===== config.mk =====
export PLATFORM = sky130hd
export DESIGN_NAME = bank_interleave_request_splitter_flat
export DESIGN_NICKNAME = d
export VERILOG_FILES = /design/src/rtl/bisr_pkg.sv /design/src/rtl/bisr_stream_if.sv /design/src/rtl/bank_interleave_request_splitter.sv /design/src/flat_wrapper.sv
export SDC_FILE = /design/constraint.sdc
export NUM_CORES = 1
export LEC_CHECK = 0
export BUFFER_PORTS_ARGS = -buffer_cell sky130_fd_sc_hd__clkbuf_2
export CAP_MARGIN = 20
export CORE_AREA = 2 2 51 53
export CTS_BUF_LIST = sky130_fd_sc_hd__clkbuf_16
export CTS_CLUSTER_SIZE = 16
export DETAILED_ROUTE_END_ITERATION = 8
export DIE_AREA = 0 0 53 55
export HOLD_SLACK_MARGIN = 0.08
export PLACE_DENSITY_LB_ADDON = 0.2
export RECOVER_POWER = 25
export SKIP_LAST_GASP = 1
export SYNTH_ARGS = -nofsm -noshare
export SYNTH_HDL_FRONTEND = slang
export SYNTH_SLANG_ARGS = --single-unit

===== constraint.sdc =====
create_clock -name i_clk -period 7.2 [get_ports i_clk]
set_input_delay 1.44 -clock i_clk [delete_from_list [all_inputs] [get_ports i_clk]]
set_output_delay 1.44 -clock i_clk [all_outputs]
set_load 0.01 [all_outputs]

===== src/rtl/bisr_pkg.sv =====
package bisr_pkg;

    // Configuration register indexes, in the order of the register list.
    localparam int CFG_INDEX_W = 4;
    localparam logic [CFG_INDEX_W-1:0] CFG_BANK_WIDTH_LOG2 = 4'd0;
    localparam logic [CFG_INDEX_W-1:0] CFG_BANK_COUNT_LOG2 = 4'd1;

    // Reset values of the bank word width and bank count, and legal range of the bank word width.
    localparam logic [2:0] BANK_WIDTH_LOG2_RESET = 3'd3;
    localparam logic [2:0] BANK_COUNT_LOG2_RESET = 3'd2;
    localparam logic [2:0] BANK_WIDTH_LOG2_MIN   = 3'd3;
    localparam logic [2:0] BANK_WIDTH_LOG2_MAX   = 3'd6;

    // One request word.
    typedef struct packed {
        logic [31:0] start_address;
        logic [8:0]  byte_count;
        logic        write_flag;
        logic [3:0]  atomic_opcode;
    } t_req;

    // One chunk word.
    typedef struct packed {
        logic [4:0]  bank_number;
        logic [31:0] bank_address;
        logic [6:0]  chunk_bytes;
        logic [7:0]  data_offset;
        logic        chunk_write;
        logic [3:0]  chunk_opcode;
        logic        last_chunk;
    } t_chunk;

    // One configuration write word.
    typedef struct packed {
        logic [CFG_INDEX_W-1:0] index;
        logic [7:0]             value;
    } t_cfg_wr;

endpackage


===== src/rtl/bisr_stream_if.sv =====
// Valid/ready channel carrying one word of type T.
interface bisr_stream_if #(
    parameter type T = logic
) ();
    logic valid;
    logic ready;
    T     data;

    modport source (output valid, output data, input ready);
    modport sink   (input valid, input data, output ready);
endinterface


===== src/rtl/bank_interleave_request_splitter.sv =====
// The first chunk of a request is loaded in the run state after acceptance and offered from
// the output register. The shared chunk unit (offset, size, bank and address logic) gives
// one chunk per cycle while the output is not stalled; the input takes no new request until
// the last chunk is loaded. A waiting chunk stalls the chunk unit, not the next acceptance.
// Reset (synchronous, active low) idles the sequencer, empties the output register and sets
// the word width to 8 bytes and the bank count to 4.
module bank_interleave_request_splitter #(
    parameter int ADDR_BITS         = 32,
    parameter int MAX_BANKS_LOG2    = 5,
    parameter int MAX_REQUEST_BYTES = 256
) (
    input  logic          i_clk,
    input  logic          i_rst_n,
    bisr_stream_if.sink   i_cfg,
    bisr_stream_if.sink   i_req,
    bisr_stream_if.source o_chunk
);

    localparam logic [2:0] CountLog2Max = 3'(MAX_BANKS_LOG2);

    typedef enum logic {
        S_IDLE,
        S_RUN
    } t_state;

    t_state                  r_state, n_state;
    logic [2:0]              r_bank_width_log2, n_bank_width_log2;
    logic [2:0]              r_bank_count_log2, n_bank_count_log2;
    logic [ADDR_BITS-1:0]    r_addr, n_addr;
    logic [8:0]              r_remaining, n_remaining;
    logic [7:0]              r_consumed, n_consumed;
    logic                    r_write, n_write;
    logic [3:0]              r_opcode, n_opcode;
    logic                    r_out_valid, n_out_valid;
    bisr_pkg::t_chunk        r_out, n_out;

    bisr_pkg::t_req          req;
    bisr_pkg::t_cfg_wr       cfg;
    logic [8:0]              sat_count;
    logic [2:0]              wbits;
    logic [2:0]              cbits;
    logic [3:0]              total_bits;
    logic [6:0]              word_size;
    logic [6:0]              word_offset;
    logic [6:0]              to_word_end;
    logic [6:0]              chunk_size;
    logic                    is_last;
    logic [ADDR_BITS-1:0]    bank_full;
    logic [ADDR_BITS-1:0]    bank_addr_full;
    logic                    out_free;
    logic                    chunk_load;

    assign req = i_req.data;
    assign cfg = i_cfg.data;

    // Config writes always taken; the user, not the block, keeps it idle when they come.
    assign i_cfg.ready = 1'b1;
    assign i_req.ready = (r_state == S_IDLE);

    assign o_chunk.valid = r_out_valid;
    assign o_chunk.data  = r_out;

    // Request size saturates at the largest request the block supports.
    always_comb begin
        if (32'(req.byte_count) > MAX_REQUEST_BYTES) begin
            sat_count = 9'(MAX_REQUEST_BYTES);
        end else begin
            sat_count = req.byte_count;
        end
    end

    // Register values are clamped to their legal range at the point of use.
    always_comb begin
        priority if (r_bank_width_log2 < bisr_pkg::BANK_WIDTH_LOG2_MIN) begin
            wbits = bisr_pkg::BANK_WIDTH_LOG2_MIN;
        end else if (r_bank_width_log2 > bisr_pkg::BANK_WIDTH_LOG2_MAX) begin
            wbits = bisr_pkg::BANK_WIDTH_LOG2_MAX;
        end else begin
            wbits = r_bank_width_log2;
        end
        if (r_bank_count_log2 > CountLog2Max) begin
            cbits = CountLog2Max;
        end else begin
            cbits = r_bank_count_log2;
        end
    end

    // Chunk unit: size up to the end of the bank word, bank number and in-bank address.
    always_comb begin
        total_bits  = {1'b0, wbits} + {1'b0, cbits};
        word_size   = 7'd1 << wbits;
        word_offset = {1'b0, r_addr[5:0]} & (word_size - 7'd1);
        to_word_end = word_size - word_offset;
        if ({2'b00, to_word_end} > r_remaining) begin
            chunk_size = r_remaining[6:0];
        end else begin
            chunk_size = to_word_end;
        end
        is_last        = ({2'b00, chunk_size} == r_remaining);
        bank_full      = (r_addr >> wbits)
                       & ((ADDR_BITS'(1) << cbits) - ADDR_BITS'(1));
        bank_addr_full = ((r_addr >> total_bits) << wbits)
                       | ADDR_BITS'(word_offset);
    end

    // The output register frees up when empty or when its word is taken this cycle.
    assign out_free   = !r_out_valid || o_chunk.ready;
    assign chunk_load = (r_state == S_RUN) && out_free;

    // Sequencer next-state logic.
    always_comb begin
        n_state           = r_state;
        n_bank_width_log2 = r_bank_width_log2;
        n_bank_count_log2 = r_bank_count_log2;
        n_addr            = r_addr;
        n_remaining       = r_remaining;
        n_consumed        = r_consumed;
        n_write           = r_write;
        n_opcode          = r_opcode;
        n_out_valid       = r_out_valid;
        n_out             = r_out;

        // Register writes; unknown indexes are ignored.
        if (i_cfg.valid) begin
            if (cfg.index == bisr_pkg::CFG_BANK_WIDTH_LOG2) begin
                n_bank_width_log2 = cfg.value[2:0];
            end else if (cfg.index == bisr_pkg::CFG_BANK_COUNT_LOG2) begin
                n_bank_count_log2 = cfg.value[2:0];
            end
        end

        if (o_chunk.ready) begin
            n_out_valid = 1'b0;
        end

        unique case (r_state)
            S_IDLE: begin
                if (i_req.valid) begin
                    n_addr      = ADDR_BITS'(req.start_address);
                    n_remaining = sat_count;
                    n_consumed  = 8'd0;
                    n_write     = req.write_flag;
                    n_opcode    = req.atomic_opcode;
                    if (sat_count != 9'd0) begin
                        n_state = S_RUN;
                    end
                end
            end
            S_RUN: begin
                if (chunk_load) begin
                    n_out_valid        = 1'b1;
                    n_out.bank_number  = 5'(bank_full);
                    n_out.bank_address = 32'(bank_addr_full);
                    n_out.chunk_bytes  = chunk_size;
                    n_out.data_offset  = r_consumed;
                    n_out.chunk_write  = r_write;
                    n_out.chunk_opcode = r_opcode;
                    n_out.last_chunk   = is_last;
                    n_addr             = r_addr + ADDR_BITS'(chunk_size);
                    n_remaining        = r_remaining - {2'b00, chunk_size};
                    n_consumed         = r_consumed + {1'b0, chunk_size};
                    if (is_last) begin
                        n_state = S_IDLE;
                    end
                end
            end
            default: begin
                n_state = S_IDLE;
            end
        endcase
    end

    // State, configuration and output registers.
    always_ff @(posedge i_clk) begin
        if (!i_rst_n) begin
            r_state           <= S_IDLE;
            r_out_valid       <= 1'b0;
            r_bank_width_log2 <= bisr_pkg::BANK_WIDTH_LOG2_RESET;
            r_bank_count_log2 <= bisr_pkg::BANK_COUNT_LOG2_RESET;
            r_addr            <= '0;
            r_remaining       <= '0;
            r_consumed        <= '0;
            r_write           <= 1'b0;
            r_opcode          <= '0;
            r_out             <= '0;
        end else begin
            r_state           <= n_state;
            r_out_valid       <= n_out_valid;
            r_bank_width_log2 <= n_bank_width_log2;
            r_bank_count_log2 <= n_bank_count_log2;
            r_addr            <= n_addr;
            r_remaining       <= n_remaining;
            r_consumed        <= n_consumed;
            r_write           <= n_write;
            r_opcode          <= n_opcode;
            r_out             <= n_out;
        end
    end

    // A request with bytes to move always starts the sequencer.
    a_req_starts: assert property (@(posedge i_clk) disable iff (!i_rst_n)
        (i_req.valid && i_req.ready && sat_count != 9'd0) |=> (r_state == S_RUN))
        else $error("request with bytes did not start the sequencer");

    // While running there are always bytes left.
    a_run_has_bytes: assert property (@(posedge i_clk) disable iff (!i_rst_n)
        (r_state == S_RUN) |-> (r_remaining != 9'd0))
        else $error("sequencer running with nothing left");

    // Loading the final chunk returns the sequencer to idle with nothing left.
    a_last_ends: assert property (@(posedge i_clk) disable iff (!i_rst_n)
        (chunk_load && is_last) |=> (r_state == S_IDLE && r_remaining == 9'd0))
        else $error("final chunk did not end the request");

    // A loaded chunk is never empty and never runs past the bank word.
    a_chunk_size: assert property (@(posedge i_clk) disable iff (!i_rst_n)
        chunk_load |-> (chunk_size != 7'd0 && chunk_size <= to_word_end))
        else $error("chunk size out of range");

    // The output word is replaced only when free.
    a_out_hold: assert property (@(posedge i_clk) disable iff (!i_rst_n)
        (r_out_valid && !o_chunk.ready) |=> (r_out_valid && $stable(r_out)))
        else $error("stalled chunk was overwritten");

endmodule

===== src/flat_wrapper.sv =====
// flat-port wrapper written by rule: the top's interface ports become plain ports
module bank_interleave_request_splitter_flat 
#(
    parameter int ADDR_BITS         = 32,
    parameter int MAX_BANKS_LOG2    = 5,
    parameter int MAX_REQUEST_BYTES = 256
)
  (i_clk, i_rst_n, i_cfg_valid, i_cfg_data, i_cfg_ready, i_req_valid, i_req_data, i_req_ready, o_chunk_valid, o_chunk_data, o_chunk_ready);
  bisr_stream_if i_cfg_i ();
  bisr_stream_if i_req_i ();
  bisr_stream_if o_chunk_i ();
  input  logic i_clk;
  input  logic i_rst_n;
  input wire logic [$bits(i_cfg_i.valid)-1:0] i_cfg_valid;
  input wire logic [$bits(i_cfg_i.data)-1:0] i_cfg_data;
  output wire logic [$bits(i_cfg_i.ready)-1:0] i_cfg_ready;
  input wire logic [$bits(i_req_i.valid)-1:0] i_req_valid;
  input wire logic [$bits(i_req_i.data)-1:0] i_req_data;
  output wire logic [$bits(i_req_i.ready)-1:0] i_req_ready;
  output wire logic [$bits(o_chunk_i.valid)-1:0] o_chunk_valid;
  output wire logic [$bits(o_chunk_i.data)-1:0] o_chunk_data;
  input wire logic [$bits(o_chunk_i.ready)-1:0] o_chunk_ready;
  assign i_cfg_i.valid = i_cfg_valid;
  assign i_cfg_i.data = i_cfg_data;
  assign i_cfg_ready = i_cfg_i.ready;
  assign i_req_i.valid = i_req_valid;
  assign i_req_i.data = i_req_data;
  assign i_req_ready = i_req_i.ready;
  assign o_chunk_valid = o_chunk_i.valid;
  assign o_chunk_data = o_chunk_i.data;
  assign o_chunk_i.ready = o_chunk_ready;
  bank_interleave_request_splitter #(.ADDR_BITS(ADDR_BITS), .MAX_BANKS_LOG2(MAX_BANKS_LOG2), .MAX_REQUEST_BYTES(MAX_REQUEST_BYTES)) u_core (.i_clk(i_clk), .i_rst_n(i_rst_n), .i_cfg(i_cfg_i), .i_req(i_req_i), .o_chunk(o_chunk_i));
endmodule

==> flow_metrics.env, run 1 <==
export IMPL_fin_tns_setup_ps=0
export IMPL_final_common_cell="nor2_1"
export IMPL_core_rowCount=18
export IMPL_multiInputGateArea_um2=860
export IMPL_cp_startpoint="u_core.r_addr[0]"
export IMPL_synthFlopType="dfxtp_1"
export IMPL_drc=0
export IMPL_core_area_um2=2360
export IMPL_ff2ff_setup_slack_ps=3590
export IMPL_cts_hold_buf=0
export IMPL_crit_path_max_fanout=10
export IMPL_clk_latency_ps=250
export IMPL_synthArstFlopShare=0
export IMPL_most_common_layout_cells="21 x nor2_1, 18 x inv_1, 17 x ha_1"
export IMPL_drtPass1Iterations=4
export IMPL_final_max_slew_viol_count=0
export IMPL_slowest_delay_ps=420
export IMPL_layout_nets=191
export IMPL_rr_startpoint="u_core.r_addr[0]"
export IMPL_worstMarginPinSlew_ps=1010
export IMPL_synth_top_family_by_area="simple AND/OR/NAND/NOR gates"
export IMPL_cts_path_max_buffers=2
export IMPL_drt_total_wl_um=2430
export IMPL_dpl_hpwl_um=1920
export IMPL_r2r_end="u_core.r_remaining[8]"
export IMPL_min_path_cells=2
export IMPL_n_antenna_cell=0
export IMPL_drtAntennaViolNets=0
export IMPL_cts_resized=0
export IMPL_finalHoldViolCount=0
export IMPL_cts_max_level=1
export IMPL_synth_area_um2=1240
export IMPL_design_area_um2=1370
export IMPL_max_slew_margin_rel=0.307
export IMPL_synth_edff_count=0
export IMPL_end_kind="flop"
export IMPL_synth_mux_area_frac=0.0161
export IMPL_cpMostUsedCell="ha_1"
export IMPL_initial_core_util=0.526
export IMPL_grt_usage=0.198
export IMPL_yosysSeqAreaShare=0.241
export IMPL_dpl_instance_area_um2=1300
export IMPL_holdCritStartpoint="u_core.r_remaining[4]"
export IMPL_tritoncts="done"
export IMPL_finalNonFillerCells=194
export IMPL_cts_setup_buffers=0
export IMPL_finalPower_w=0.000217
export IMPL_grt_pass1_wl_um=4200
export IMPL_fmax_mhz=277
export IMPL_critPathRequiredTime_ps=7340
export IMPL_grt_start_max_net_pins=14
export IMPL_synth_top_area_cell="dfxtp_1"
export IMPL_clk_pin_slew_ps=50
export IMPL_ir_drop_mv=0.158
export IMPL_routabilityCongestion=0.798
export IMPL_dieHeight_um=55
export IMPL_num_fill_cells=238
export IMPL_wl_per_cell_um=12.5
export IMPL_yosys_area_share_simple=0.207
export IMPL_synth_top_area_frac=0.241
export IMPL_synth_seq_cells=15
export IMPL_numPortBuffers=6
export IMPL_die_x_um=53
export IMPL_cts_root_buf="clkbuf_16"
export IMPL_synth_compound_area_share=0.203
export IMPL_dieArea_um2=2920
export IMPL_power_density_nw_per_um2=158
export IMPL_synthTopCellsByArea="dfxtp_1 24%, ha_1 17%, nor2_1 6.3%, inv_1 5.1%, nand2_1 3.6%"
export IMPL_clkSinkCount=15
export IMPL_grt_overflow=0
export IMPL_synth_xor_area_frac=0.0492
export IMPL_io_pin_count=11
export IMPL_drive_gt1_frac=0.0854
export IMPL_vias=1053
export IMPL_grt_pass1_vias=994
export IMPL_syn2layout_area_growth_pct=10.3
export IMPL_crit_type="flop to flop"
export IMPL_status="finished clean"
export IMPL_yosysWarnings=0
export IMPL_ys_types=43
export IMPL_cp_slowest_cell="dfxtp_1"
export IMPL_placed_cells=190
export IMPL_startpoint_type="flop"
export IMPL_fin_skew_ps=2.47
export IMPL_reg2regPathDepth=16
export IMPL_antenna_found_initial=0
export IMPL_hold_path_class="flop to flop"
export IMPL_min_period_ps=3610
export IMPL_hold_end="u_core.r_remaining[4]"
export IMPL_power_leakage_nw=0.573
export IMPL_period_share=0.501
export IMPL_syn_mean_instance_area_um2=7.98
export IMPL_setup_viol=0
export IMPL_synth_fa_ha_area_frac=0.203
export IMPL_drt_iter0_markers=13
export IMPL_seq_area_um2=300
export IMPL_syn_inst=156
export IMPL_vias_per_cell=5.43
export IMPL_maxCapViolations=0
export IMPL_crit_path_cell_trace="inv_1, ha_1, xnor2_1, ha_1, o211ai_1, a21oi_2, o211ai_2, o21ai_1, ha_1, fa_1, nor2b_1, o21ai_1, and2_1, o211ai_1, xor2_1, nor2_1"
export IMPL_rsz0062_at_grt="false"
export IMPL_critPathArrivalTime_ps=3750
export IMPL_cts_buffers=3
synthesized netlist by cell type (2+ instances only):
cell type / number
o21ai_1: 3
a21o_1: 5
mux2i_1: 2
ha_1: 17
o211ai_1: 2
nor2b_1: 4
nand3_1: 2
a31oi_1: 2
nor3_1: 2
fa_1: 2
xor2_1: 3
o21ai_0: 3
inv_1: 17
nor2_1: 21
dfxtp_1: 15
conb_1: 2
a22oi_1: 5
and2_1: 2
or2_1: 2
inv_2: 2
nand2_1: 12
buf_2: 2
xnor2_1: 4
a21oi_1: 6
logic make-up after synthesis:
family | Yosys count
buf+inv | 23
xor+xnor | 7
other cells | 2
compound gates | 34
flops | 15
mux | 2
fa+ha+maj | 19
simple gates | 54
power by group:
| group | leakage [nW] | switching (W) | internal [W] | total [W] |
|---|---|---|---|---|
| combinational | 0.410 | 0.0000143 | 0.00000951 | 0.0000238 |
| sequential | 0.121 | 0.000000376 | 0.0000838 | 0.0000841 |
| clock | 0.0423 | 0.0000351 | 0.0000737 | 0.000109 |
| total | 0.573 | 0.0000497 | 0.000167 | 0.000217 |
registers in the layout, indices dropped and copies added (netlist names):
register / cells
u_core.r_remaining: 9
u_core.r_addr: 3
u_core.o_chunk.data: 1
u_core.o_chunk.valid: 1
u_core.r_state: 1
stage by stage:
stage | hold slack [ps] | setup WS [ps] | utilization
final | 474 | 3590 | 0.580
after global routing | 504 | 3240 | 0.580
after CTS | 474 | 3560 | 0.583
after detailed placement | 467 | 3580 | 0.549
after global placement | 458 | 3610 | 0.549
after floorplan | 449 | 3950 | -
layout make-up:
cell class                 instances  share of cell area
timing repair buffer               6              0.0182
clock buffer                       3              0.0547
tap                               30              0.0273
multi-input combinational        120               0.626
sequential                        15               0.219
clock inverter                     1             0.00273
inverter                          19              0.0520
worst max-delay path: cells and delay by family (launching register included):
family                     cells  cell delay, ps
AOI/OAI and AO/OA              6            1160
xor gates and xnor gates       2             350
adders and majority gates      4            1130
buffers and inverters          1              70
DFF                            1             420
and+or+nand+nor                3             370
worst max path at each step:
stage	end	slack [ps]	cells after the start
final	u_core.r_remaining[8]	3590	16
after global routing	u_core.r_remaining[8]	3240	16
after CTS	u_core.r_remaining[8]	3560	16
after detailed placement	u_core.r_remaining[8]	3580	16
after global placement	u_core.r_remaining[8]	3610	16
after floorplan	u_core.r_remaining[8]	3950	16
metal layers:
layer  track usage  wire, µm  vias to the layer above
li1              -         -                      545
met1         0.250      1170                      491
met2         0.340      1150                       12
met3        0.0323        54                        5
met4        0.0769        42                        0
met5             0         0                        -
Note: power is estimated with default switching activity, not from simulation.
==> inputs of run 2 (changes only) <==
--- a/config.mk
+++ b/config.mk
@@ -5,13 +5,14 @@
 export SDC_FILE = /design/constraint.sdc
 export NUM_CORES = 1
 export LEC_CHECK = 0
+export ABC_AREA = 1
 export BUFFER_PORTS_ARGS = -buffer_cell sky130_fd_sc_hd__clkbuf_2
 export CAP_MARGIN = 20
-export CORE_AREA = 2 2 51 53
+export CORE_AREA = 2 2 52 54
 export CTS_BUF_LIST = sky130_fd_sc_hd__clkbuf_16
 export CTS_CLUSTER_SIZE = 16
 export DETAILED_ROUTE_END_ITERATION = 8
-export DIE_AREA = 0 0 53 55
+export DIE_AREA = 0 0 54 56
 export HOLD_SLACK_MARGIN = 0.08
 export PLACE_DENSITY_LB_ADDON = 0.2
 export RECOVER_POWER = 25
==> constraint.sdc (replaced) <==
create_clock -name i_clk -period 3.65 [get_ports i_clk]
set_input_delay 0.73 -clock i_clk [delete_from_list [all_inputs] [get_ports i_clk]]
set_output_delay 0.73 -clock i_clk [all_outputs]
set_load 0.01 [all_outputs]
==> run 2 against run 1 <==
Critical path depth is 4 higher. Global-route usage is 1.6 points higher. Maximum frequency is 11% higher. Core utilization is 1.5 points higher. Critical path type unchanged. First-iteration DRC count is 130% higher. Combinational power is 51% higher. Total power is 94% higher. Largest power group unchanged. Clock power is 100% higher. Synthesized cell count is 19% higher. Clock skew is 0.68 ps higher.
==> flow_metrics.env, run 2 <==
export IMPL_status="finished clean"
export IMPL_power_density_nw_per_um2=290
export IMPL_grt_usage=0.214
export IMPL_die_x_um=54
export IMPL_vias=1192
export IMPL_routabilityCongestion=0.881
export IMPL_core_rowCount=18
export IMPL_antenna_found_initial=0
export IMPL_finalNonFillerCells=225
export IMPL_drc=0
export IMPL_synth_mux_area_frac=0
export IMPL_synth_seq_cells=15
export IMPL_synth_fa_ha_area_frac=0.193
export IMPL_wl_per_cell_um=12.0
export IMPL_final_max_slew_viol_count=0
export IMPL_crit_path_max_fanout=4
export IMPL_drt_iter0_markers=30
export IMPL_setup_viol=0
export IMPL_largest_reg_flops=9
export IMPL_grt_overflow=0
export IMPL_drive_gt1_frac=0.185
export IMPL_placed_cells=221
export IMPL_grt_pass1_wl_um=4820
export IMPL_startpoint_type="flop"
export IMPL_regMostFlops="u_core.r_remaining"
export IMPL_synthTopCellsByArea="dfxtp_1 23%, ha_1 16%, nand2_1 11%, a21oi_1 8.8%, inv_1 6.0%"
export IMPL_fin_tns_setup_ps=0
export IMPL_hold_path_class="flop to flop"
export IMPL_n_antenna_cell=0
export IMPL_yosys_area_share_simple=0.287
export IMPL_syn_mean_instance_area_um2=7.06
export IMPL_holdCritStartpoint="u_core.r_remaining[4]"
export IMPL_synthArstFlopShare=0
export IMPL_yosysMostFrequentCell="nand2_1"
export IMPL_grt_start_max_net_pins=14
export IMPL_period_share=0.892
export IMPL_synth_edff_count=0
export IMPL_largestRegisters="u_core.r_remaining (9), u_core.r_addr (3)"
export IMPL_critPathArrivalTime_ps=3370
export IMPL_core_area_um2=2430
export IMPL_syn2layout_area_growth_pct=10.3
export IMPL_ir_drop_mv=0.422
export IMPL_synthFlopType="dfxtp_1"
export IMPL_cts_max_level=1
export IMPL_routed_wl_met3_um=94
export IMPL_synth_compound_area_share=0.172
export IMPL_synth_xor_area_frac=0.00667
export IMPL_synth_area_um2=1310
export IMPL_most_common_layout_cells="37 x nand2_1, 23 x a21oi_1, 21 x inv_1"
export IMPL_synth_top_area_frac=0.229
export IMPL_cts_path_max_buffers=2
export IMPL_end_kind="flop"
export IMPL_fmax_mhz=307
export IMPL_ys_types=32
export IMPL_critPathRequiredTime_ps=3770
export IMPL_yosysWarnings=0
export IMPL_finalHoldViolCount=0
export IMPL_drt_total_wl_um=2710
export IMPL_clk_latency_ps=250
export IMPL_synth_top_family_by_area="simple AND/OR/NAND/NOR gates"
export IMPL_dieHeight_um=56
export IMPL_final_common_cell="nand2_1"
export IMPL_initial_core_util=0.540
export IMPL_dr_wl_met2_um=1350
export IMPL_rsz0062_at_grt="false"
export IMPL_numPortBuffers=6
export IMPL_wirelength_met1_um=1200
export IMPL_cts_buffers=3
export IMPL_fin_skew_ps=3.16
export IMPL_grt_pass1_vias=1146
export IMPL_rr_startpoint="u_core.r_addr[1]"
export IMPL_clkSinkCount=15
export IMPL_cts_root_buf="clkbuf_16"
export IMPL_cp_startpoint="u_core.r_addr[1]"
export IMPL_cts_setup_buffers=0
export IMPL_crit_type="flop to flop"
export IMPL_io_pin_count=11
export IMPL_drtAntennaViolNets=0
export IMPL_finalPower_w=0.000420
export IMPL_dr_max_layer_used="met4"
export IMPL_maxCapViolations=0
export IMPL_yosysSeqAreaShare=0.229
export IMPL_min_period_ps=3260
export IMPL_dpl_hpwl_um=2100
export IMPL_vias_per_cell=5.30
export IMPL_drtPass1Iterations=6
export IMPL_power_leakage_nw=0.658
export IMPL_num_fill_cells=234
export IMPL_synth_top_area_cell="dfxtp_1"
export IMPL_ys_top_cells_by_count="37 x nand2_1, 23 x a21oi_1, 21 x inv_1, 17 x ha_1, 15 x dfxtp_1"
export IMPL_tritoncts="done"
export IMPL_layout_nets=222
export IMPL_dieArea_um2=3020
export IMPL_clk_pin_slew_ps=50
export IMPL_syn_inst=186
run 2: routing by layer:
layer,track usage,up-vias
met4,0.0964,0
met1,0.272,541
met2,0.350,28
met3,0.0242,4
li1,-,619
met5,0,-
run 2: what timing repair did:
action / in CTS / in global routing
hold buffers: 0 / 0
endpoints found under the hold margin: 0 / 0
setup endpoints to repair: 0 / 2
resized for setup: 0 / 1
run 2: logic make-up after synthesis:
family          Yosys count
buf+inv                  35
compound gates           40
other cells               2
simple gates             74
fa+ha+maj                19
xor+xnor                  1
flops                    15
run 2: through the flow:
step	area, µm²	hold slack (ps)	utilization	setup slack, ps
floorplan	1320	456	-	724
global placement	1370	471	0.563	397
detailed placement	1370	475	0.563	316
CTS	1450	482	0.596	275
global route	1450	497	0.595	23.0
finish	1450	481	0.595	394
run 2: path summary, 6_finish.rpt:
path,to,slack (ps),depth (start not counted)
setup / recovery,u_core.r_remaining[6],390,20
hold / removal,u_core.r_remaining[4],480,2
setup reg to reg,u_core.r_remaining[6],390,20
hold reg to reg,u_core.r_remaining[4],480,2
run 2: worst max-delay path, stage by stage, from the launching register on:
cell and delay (ps):
dfxtp_1 400, inv_1 70, ha_1 200, xnor2_1 230, ha_1 290, nand2_1 100, inv_1 60, nand3_2 90
nand2_2 60, nor2_4 130, nor2_8 50, nand2_1 50, o21ai_1 100, ha_1 260, fa_1 430, o21bai_2 240
nand3_1 120, nand2_1 70, nand2_1 50, nand3_1 60, a21oi_1 60
run 2: area by class of cell:
type                       instances  area (µm²)  share of cell area
tap                               30        37.5              0.0259
clock buffer                       3        75.1              0.0519
clock inverter                     1        5.00             0.00346
sequential                        15         300               0.207
inverter                          32         123              0.0847
timing repair buffer               6        25.0              0.0173
multi-input combinational        138         882               0.609
run 2: where the power goes:
part	switching [W]	leakage, nW	internal [W]
sequential	0.000000000000000000373	0.121	0.000164
clock	0.0000728	0.0409	0.000147
combinational	0.0000238	0.496	0.0000122
==> inputs of run 3 (changes only) <==
==> constraint.sdc (replaced) <==
create_clock -name i_clk -period 3.1 [get_ports i_clk]
set_input_delay 0.62 -clock i_clk [delete_from_list [all_inputs] [get_ports i_clk]]
set_output_delay 0.62 -clock i_clk [all_outputs]
set_load 0.01 [all_outputs]
==> run 3 against run 2 <==
Maximum frequency grew 6.5%. Clock skew shrank 0.99 ps. Clock power grew 12%. Critical path type unchanged. Critical endpoint is now u_core.r_remaining[5]. Largest cell class unchanged. Largest power group unchanged.
==> flow_metrics.env, run 3 (synthesized netlist as in run 2, its figures left out) <==
export IMPL_finalNonFillerCells=243
export IMPL_cp_startpoint="u_core.r_addr[1]"
export IMPL_clkSinkCount=15
export IMPL_fin_skew_ps=2.16
export IMPL_grt_usage=0.230
export IMPL_slowest_delay_ps=350
export IMPL_die_x_um=54
export IMPL_final_util=0.730
export IMPL_most_common_layout_cells="32 x nand2_1, 20 x a21oi_1, 18 x inv_1"
export IMPL_drc=0
export IMPL_numPortBuffers=6
export IMPL_crit_path_max_fanout=7
export IMPL_cp_slowest_cell="dfxtp_2"
export IMPL_vias_per_cell=5.33
export IMPL_swShare=0.219
export IMPL_initial_core_util=0.540
export IMPL_grt_pass1_wl_um=5190
export IMPL_period_share=0.986
export IMPL_cts_hold_buf=0
export IMPL_reg2regPathDepth=21
export IMPL_finalPower_w=0.000495
export IMPL_core_area_um2=2430
export IMPL_crit_path_cell_trace="inv_2, ha_4, xnor2_2, ha_1, nand2_1, nand2_1, nand2_2, a21oi_2, nor2_4, nor2_8, inv_6, buf_4, nand2_2, o21ai_2, inv_2, ha_4, a21oi_2, o211ai_1, a21oi_1, o21ai_1, a21oi_1"
export IMPL_power_leakage_nw=0.787
export IMPL_clk_latency_ps=240
export IMPL_ir_drop_mv=0.280
export IMPL_grt_pass1_vias=1191
export IMPL_drt_iter0_markers=53
export IMPL_fmax_mhz=327
export IMPL_tritoncts="done"
export IMPL_grt_start_max_net_pins=14
export IMPL_critPathBufInv=4
export IMPL_crit_type="flop to flop"
export IMPL_hold_path_class="flop to flop"
export IMPL_critPathCapture="u_core.r_remaining[5]"
export IMPL_routabilityCongestion=0.884
export IMPL_fin_tns_setup_ps=0
export IMPL_p_seq_frac=0.390
export IMPL_cp_depth=21
export IMPL_regMostFlops="u_core.r_remaining"
export IMPL_final_common_cell="nand2_1"
export IMPL_core_rowCount=18
export IMPL_power_density_nw_per_um2=279
export IMPL_antenna_found_initial=0
export IMPL_wl_per_cell_um=13.5
export IMPL_num_fill_cells=183
export IMPL_p_int_w=0.000387
export IMPL_dpl_hpwl_um=2180
export IMPL_clockPowerShare=0.496
export IMPL_rr_startpoint="u_core.r_addr[1]"
export IMPL_grt_overflow=0
export IMPL_ff2ff_setup_slack_ps=40
export IMPL_end_kind="flop"
export IMPL_largest_reg_flops=9
export IMPL_syn2layout_area_growth_pct=35.3
export IMPL_largestRegisters="u_core.r_remaining (9), u_core.r_addr (3)"
export IMPL_rsz0062_at_grt="true"
export IMPL_setup_viol=0
export IMPL_final_max_slew_viol_count=0
export IMPL_cts_root_buf="clkbuf_16"
export IMPL_design_area_um2=1780
export IMPL_cts_path_max_buffers=2
export IMPL_drive_gt1_frac=0.390
export IMPL_drtAntennaViolNets=0
export IMPL_drt_total_wl_um=3290
export IMPL_critPathArrivalTime_ps=3230
export IMPL_layout_nets=240
export IMPL_startpoint_type="flop"
export IMPL_critPathRequiredTime_ps=3270
export IMPL_cts_buffers=3
export IMPL_dieHeight_um=56
export IMPL_maxCapViolations=0
export IMPL_cts_max_level=1
export IMPL_drtPass1Iterations=4
export IMPL_critical_path_top_delay_family="compound AO/OA/AOI/OAI gates"
export IMPL_vias=1295
export IMPL_n_antenna_cell=0
export IMPL_dieArea_um2=3020
export IMPL_finalHoldViolCount=0
export IMPL_clk_pin_slew_ps=50
export IMPL_combPwrFrac=0.114
export IMPL_r2r_end="u_core.r_remaining[5]"
export IMPL_switchingPower_w=0.000108
export IMPL_dpl_instance_area_um2=1440
export IMPL_status="finished clean"
export IMPL_placed_cells=230
export IMPL_io_pin_count=11
export IMPL_min_period_ps=3060
[run 3: cell count changes in the layout (fill, tap and decap cells not counted), sizes merged]
cell,delta
buf,+18
clkinv,-1
inv,+1
[run 3: per-layer routing]
metal | global-route usage | up-vias | wire, µm
met5 | 0 | - | 0
met4 | 0.0821 | 0 | 25
met3 | 0.0349 | 4 | 150
met2 | 0.380 | 35 | 1710
met1 | 0.294 | 600 | 1400
li1 | - | 656 | -
[run 3: through the flow]
stage | setup slack [ps] | hold slack, ps
3_3_place_gp | 91.2 | 471
4_1_cts | -3.82 | 482
2_1_floorplan | 174 | 456
5_1_grt | -164 | 538
6_report | 42.7 | 510
3_5_place_dp | -11.8 | 475
[run 3: area by class of cell]
type | instances | area, µm² | share of cell area
clock inverter | 1 | 3.75 | 0.00211
multi-input combinational | 138 | 1060 | 0.599
sequential | 15 | 303 | 0.171
tap | 30 | 37.5 | 0.0211
timing repair buffer | 24 | 168 | 0.0944
clock buffer | 3 | 75.1 | 0.0423
inverter | 32 | 125 | 0.0705
[run 3: power groups by stage]
stage / Clock [W] / Sequential, W / Combinational (W)
after floorplan: 0 / 0.000197 / 0.0000356
after global placement: 0 / 0.000197 / 0.0000444
after detailed placement: 0 / 0.000197 / 0.0000453
after CTS: 0.000248 / 0.000193 / 0.0000463
after global routing: 0.000263 / 0.000193 / 0.0000629
final: 0.000246 / 0.000193 / 0.0000563
[run 3: how the worst min path moves through the flow]
stage | cells past startpoint | to | slack (ps) | startpoint
after CTS | 2 | u_core.r_remaining[4] | 480 | u_core.r_remaining[4]
after global placement | 2 | u_core.r_remaining[4] | 470 | u_core.r_remaining[4]
after detailed placement | 2 | u_core.r_remaining[4] | 470 | u_core.r_remaining[4]
after global routing | 2 | u_core.r_state | 540 | u_core.r_state
after floorplan | 2 | u_core.r_remaining[1] | 460 | u_core.r_remaining[1]
final | 2 | u_core.r_remaining[4] | 510 | u_core.r_remaining[4]
[run 3: tightest hold or removal path, stage by stage, from the launching register on]
cell and delay (ps):
dfxtp_1 340, nand2_1 70, a21oi_1 50
[run 3: timing repair]
action / in CTS / in global routing
hold endpoints to repair: 0 / 0
pin swaps: 0 / 24
endpoints found under the setup margin: 5 / 10
setup buffers: 0 / 9
resized for setup: 2 / 39
